`src/rtl/pwos_pkg.sv`:
```
`default_nettype none

package pwos_pkg;

    // Phase values are unsigned Q4.32 radians below two pi
    localparam int PH_W = 36;
    // CORDIC angle register, signed Q5.32
    localparam int Z_W  = 37;
    // CORDIC x/y, signed Q2.30 with headroom
    localparam int XY_W = 34;
    // Coefficient width, signed Q1.30
    localparam int CF_W = 31;
    // Result width, signed Q10.30
    localparam int OUT_W = 40;

    localparam logic [PH_W-1:0] TWO_PI_Q  = 36'd26986075409;
    localparam logic [PH_W-1:0] PI_Q      = 36'd13493037704;
    localparam logic [PH_W-1:0] HALF_PI_Q = 36'd6746518852;
    localparam logic signed [XY_W-1:0] CORDIC_K = 34'sd652032874;
    localparam logic [OUT_W-1:0] OUT_MAX = 40'd549755813887;

    // Item kinds
    localparam logic KIND_LOAD = 1'b0;
    localparam logic KIND_EVAL = 1'b1;

    // Configuration register indexes
    typedef enum logic [2:0] {
        REG_K_X     = 3'd0,
        REG_K_Y     = 3'd1,
        REG_K_Z     = 3'd2,
        REG_PW_NORM = 3'd3,
        REG_G_COUNT = 3'd4
    } cfg_idx_t;

    // Sequencer states
    typedef enum logic [3:0] {
        ST_IDLE,
        ST_FETCH,
        ST_PH_INIT,
        ST_PH_BIT,
        ST_PH_END,
        ST_ROT_GO,
        ST_ROT_WAIT,
        ST_MUL,
        ST_SCALE,
        ST_DONE
    } state_t;

    // atan(2^-i) in unsigned Q1.32
    function automatic logic [32:0] pwos_atan(input logic [4:0] idx);
        logic [32:0] v;
        case (idx)
            5'd0:  v = 33'd3373259426;
            5'd1:  v = 33'd1991351318;
            5'd2:  v = 33'd1052175346;
            5'd3:  v = 33'd534100635;
            5'd4:  v = 33'd268086748;
            5'd5:  v = 33'd134174063;
            5'd6:  v = 33'd67103403;
            5'd7:  v = 33'd33553749;
            5'd8:  v = 33'd16777131;
            5'd9:  v = 33'd8388597;
            5'd10: v = 33'd4194303;
            5'd11: v = 33'd2097152;
            5'd12: v = 33'd1048576;
            5'd13: v = 33'd524288;
            5'd14: v = 33'd262144;
            5'd15: v = 33'd131072;
            5'd16: v = 33'd65536;
            5'd17: v = 33'd32768;
            5'd18: v = 33'd16384;
            5'd19: v = 33'd8192;
            5'd20: v = 33'd4096;
            5'd21: v = 33'd2048;
            5'd22: v = 33'd1024;
            5'd23: v = 33'd512;
            5'd24: v = 33'd256;
            5'd25: v = 33'd128;
            5'd26: v = 33'd64;
            5'd27: v = 33'd32;
            5'd28: v = 33'd16;
            5'd29: v = 33'd8;
            5'd30: v = 33'd4;
            default: v = 33'd2;
        endcase
        return v;
    endfunction

endpackage

`default_nettype wire

```
`src/rtl/pwos_cordic.sv`:
```
`default_nettype none

module pwos_cordic #(
    parameter int STEPS = 24
) (
    input  wire logic                              aclk,
    input  wire logic                              aresetn,
    input  wire logic                              start,
    input  wire logic [pwos_pkg::PH_W-1:0]         theta,
    output logic                                   done,
    output logic signed [pwos_pkg::XY_W-1:0]       cos_o,
    output logic signed [pwos_pkg::XY_W-1:0]       sin_o
);
    import pwos_pkg::*;

    localparam int IT_W = $clog2(STEPS + 1);

    logic                   busy_reg, busy_next;
    logic                   done_reg, done_next;
    logic                   flip_reg, flip_next;
    logic [IT_W-1:0]        it_reg, it_next;
    logic signed [XY_W-1:0] x_reg, x_next, y_reg, y_next;
    logic signed [Z_W-1:0]  z_reg, z_next;

    logic signed [Z_W-1:0]  z0, z1;
    logic                   f1;
    logic signed [XY_W-1:0] xs, ys;
    logic signed [Z_W-1:0]  at;

    // Quadrant fold of the reduced phase
    always_comb begin
        z0 = $signed({1'b0, theta});
        if (theta >= PI_Q) begin
            z0 = z0 - $signed({1'b0, TWO_PI_Q});
        end
        z1 = z0;
        f1 = 1'b0;
        if (z0 > $signed({1'b0, HALF_PI_Q})) begin
            z1 = z0 - $signed({1'b0, PI_Q});
            f1 = 1'b1;
        end else if (z0 < -$signed({1'b0, HALF_PI_Q})) begin
            z1 = z0 + $signed({1'b0, PI_Q});
            f1 = 1'b1;
        end
    end

    assign xs = x_reg >>> it_reg;
    assign ys = y_reg >>> it_reg;
    assign at = $signed({4'b0, pwos_atan(5'(it_reg))});

    // One micro-rotation per cycle
    always_comb begin
        busy_next = busy_reg;
        done_next = 1'b0;
        flip_next = flip_reg;
        it_next   = it_reg;
        x_next    = x_reg;
        y_next    = y_reg;
        z_next    = z_reg;
        if (start) begin
            busy_next = 1'b1;
            it_next   = '0;
            x_next    = CORDIC_K;
            y_next    = '0;
            z_next    = z1;
            flip_next = f1;
        end else if (busy_reg) begin
            if (z_reg >= 0) begin
                x_next = x_reg - ys;
                y_next = y_reg + xs;
                z_next = z_reg - at;
            end else begin
                x_next = x_reg + ys;
                y_next = y_reg - xs;
                z_next = z_reg + at;
            end
            it_next = it_reg + 1'b1;
            if (it_reg == IT_W'(STEPS - 1)) begin
                busy_next = 1'b0;
                done_next = 1'b1;
            end
        end
    end

    always_ff @(posedge aclk) begin
        if (!aresetn) begin
            busy_reg <= 1'b0;
            done_reg <= 1'b0;
        end else begin
            busy_reg <= busy_next;
            done_reg <= done_next;
        end
        flip_reg <= flip_next;
        it_reg   <= it_next;
        x_reg    <= x_next;
        y_reg    <= y_next;
        z_reg    <= z_next;
    end

    assign done  = done_reg;
    assign cos_o = flip_reg ? -x_reg : x_reg;
    assign sin_o = flip_reg ? -y_reg : y_reg;

endmodule

`default_nettype wire

```
`config.mk`:
```
export PLATFORM = sky130hd
export DESIGN_NAME = pwos_cordic
export DESIGN_NICKNAME = d
export VERILOG_FILES = /design/src/rtl/pwos_pkg.sv /design/src/rtl/pwos_cordic.sv
export SDC_FILE = /design/constraint.sdc
export NUM_CORES = 1
export LEC_CHECK = 0
export ABC_AREA = 0
export BUFFER_PORTS_ARGS = -buffer_cell sky130_fd_sc_hd__buf_2
export CAP_MARGIN = 20
export CORE_ASPECT_RATIO = 2
export CORE_MARGIN = 1.5
export CORE_UTILIZATION = 25
export CTS_CLUSTER_DIAMETER = 40
export DETAILED_ROUTE_END_ITERATION = 8
export SYNTH_ARGS = -nofsm -noshare
export SYNTH_HDL_FRONTEND = slang
export SYNTH_SLANG_ARGS = --single-unit
```
`constraint.sdc`:
```
create_clock -name aclk -period 6.64 [get_ports aclk]
set_input_delay 0.332 -clock aclk [delete_from_list [all_inputs] [get_ports aclk]]
set_output_delay 0.332 -clock aclk [all_outputs]
set_load 0.01 [all_outputs]
```
==> metrics.cfg <==
[floorplan]
fp.dieH_um=426
die_x_um=215
core_um2=89000
start_util_pct=25.2
fp-row-count=155
ios=108
die-area_um2=91500

[logic_synthesis]
synth_area_um2=22400
synthCells=2910
synth_cell_types=99
ys_seq_area_share_pct=14.7
synth_edf_count=38
synthArstFlopShare_pct=0
synth-seq-cells=145
yosys_warnings=0
synth_ff_type=dfxtp_1
postSynthAreaPerCell_um2=7.70
syn-num-nets=3073

[final_layout]
largest_reg_flops=37
layout.nets=3340
final_cell_area_um2=27100
diodes=0
drive_above_1_share_pct=21.7
nFillCells=9576
final_common_cell=buf_4
synthToLayoutAreaGrowth_pct=20.7
final_cell_mix=buf_4 (340), nand2_1 (261), nor2_1 (254)

[critical_path]
cp-startpoint=it_reg[0]
rr_startpoint=it_reg[0]
path_class=flop to flop
crit_fanout=6
cp-start-kind=flop
worstSetupEndpointType=flop
critical_path_arrival_ns=6.82
crit_required_ns=7.01
ff2ff_setup_slack_ns=0.19

[sta]
slew_viol_final=0
slew_headroom_pct=31.4
tns_ns=0
period_share_pct=97.1
post-route-min-period_ns=6.45
setup_slack_ns=0.192
clock_skew_ns=0.0138
finalSetupViolCount=0
fmax_mhz=155
hold_violations=0
worst_pin_slew_ns=1.00
rsz0062_at_grt=true

[clocking]
cts_tree=done
cts.sinks=145
clk_path_buf_depth=2
root_buffer=clkbuf_16
cts-hold-fix-buffers=0
numCtsBuffers=17
h-tree-depth=4
path_clk_slew_ns=0.07
clock_latency_ns=0.48

[routing]
ant_nets=0
avgRoutedWirePerCell_um=21.8
via_per_inst=5.49
dr.pass1.iters=7
drtIter0Drc=1425
vias=24000
drt_drc_violations_left=0
wl_mm=95.3

[placement]
dpl.hpwl_mm=75.3
dpl-instance-area_um2=26100
gp_congestion=1.05
place_ws_ns=-0.214
io_buffers=107

[pwr]
combPwrFrac_pct=80.6
power_frac_seq_pct=11.9
design_power_total_w=0.0139
switchingPower_w=0.00676
p_clk_share_pct=7.5
p_leak_nw=11.1
ir_drop_mv=0.281
swShare_pct=48.7
p_per_area_nw_per_um2=513
p_int_w=0.00712

[global_routing]
grt_max_degree=105
grt_use_total_pct=20.2
grt_pass1_wl_mm=141
grt.overflow.total=0
grt_pass1_vias=23700
antenna_found_initial=2

[status]
status=completed

[flow_run]
max-cap-violations=0

[hold_path]
hp-start=aresetn
hp-class=input port to flop

[path summary, 6_finish.rpt]
path          endpoint  cells after the start
max          x_reg[33]                     27
min           busy_reg                      2
max reg2reg  x_reg[33]                     27
min reg2reg   x_reg[0]                      2
[cells in the mapped netlist, types with 22 or more instances]
cell type	count	area share (%)
nand2_1	263	4.4
nor2_1	254	4.3
a21oi_1	226	5.0
o21ai_0	223	5.0
xnor2_1	206	8.1
clkbuf_1	141	2.4
ha_1	121	6.8
xor2_1	108	4.2
dfxtp_1	107	9.6
mux4_2	93	9.3
inv_1	83	1.4
mux2i_1	80	3.6
a21o_1	60	2.0
nor3_1	58	1.3
nand3_1	53	1.2
o31ai_1	51	1.7
nand2b_1	44	1.2
a211oi_1	41	1.4
edfxtp_1	38	5.1
or3_1	38	1.1
buf_1	33	0.55
a31oi_1	32	0.89
o21a_1	30	1.0
nor2b_1	28	0.78
or2_2	27	0.75
buf_2	26	0.58
o211ai_1	26	0.87
mux2_2	24	1.2
or4_1	24	0.80
and3_1	23	0.64
o41ai_1	22	0.86
[stage by stage]
step           cells  util, %  hold slack [ns]
6_report        4367     30.4           0.0968
5_1_grt         4367     30.4            0.114
4_1_cts         4352     30.1           0.0702
3_5_place_dp    4317     29.3            0.560
3_3_place_gp    4317     29.3            0.549
2_1_floorplan   2910        -            0.444
[kinds of logic (layout without fill, tap and decap cells)]
family | after synthesis | in the layout | share of synthesized area, %
buffers and inverters | 297 | 577 | 5.32
adder cells (fa/ha/maj) | 124 | 124 | 7.02
AND/OR/NAND/NOR | 920 | 920 | 20.1
AO/OA/AOI/OAI | 910 | 910 | 26.3
XOR/XNOR | 314 | 314 | 12.3
flip-flops | 145 | 145 | 14.7
multiplexers | 200 | 200 | 14.3
[layout make-up]
class / instances / area [um^2] / area share, %
multi-input cells: 2468 / 18100 / 66.8
flip-flops and latches: 145 / 3300 / 12.2
repair buffers: 456 / 3280 / 12.1
well taps: 1177 / 1470 / 5.44
clock buffers: 23 / 513 / 1.90
inverters: 89 / 334 / 1.23
clock inverters: 9 / 88.8 / 0.328
[what timing repair did]
item                                    CTS  global route
gates resized for setup                   2            43
pin swaps                                 0            26
buffers inserted                          3            13
endpoints found under the setup margin    3            17
cloned                                    0             2
endpoints found under the hold margin     0             0
[power groups by stage]
stage	clock [W]	sequential, W	combinational, W
after CTS	0.00107	0.00163	0.0108
final	0.00105	0.00165	0.0112
after detailed placement	0	0.00165	0.0107
after global routing	0.00109	0.00168	0.0122
after global placement	0	0.00164	0.0107
after floorplan	0	0.00148	0.00705
[worst max-delay path: stages, from the launching register on]
cell and delay, ns:
dfxtp_4 0.40, clkbuf_16 0.17, buf_4 0.12, buf_4 0.10, mux4_2 0.56, mux4_2 0.51, nand2_1 0.10, o21ai_2 0.07
or4_4 0.55, or3_4 0.35, or3_4 0.34, or2_4 0.27, o211ai_1 0.17, o31ai_1 0.09, a21oi_1 0.13, ha_1 0.25
a21o_1 0.16, a21oi_1 0.11, nor2b_1 0.07, or2_4 0.24, nor3_2 0.17, a21oi_2 0.11, a22o_1 0.27, o41ai_4 0.34
o21ai_1 0.11, xnor2_1 0.13, nor2_1 0.13, mux2_1 0.33
[routing by layer]
metal | wire length [um] | GRT usage [%]
met3 | 3340 | 2.24
met5 | 0 | 0
met2 | 51800 | 39.8
met4 | 8260 | 16.6
met1 | 31900 | 18.4
(Power assumes the default switching activity.)
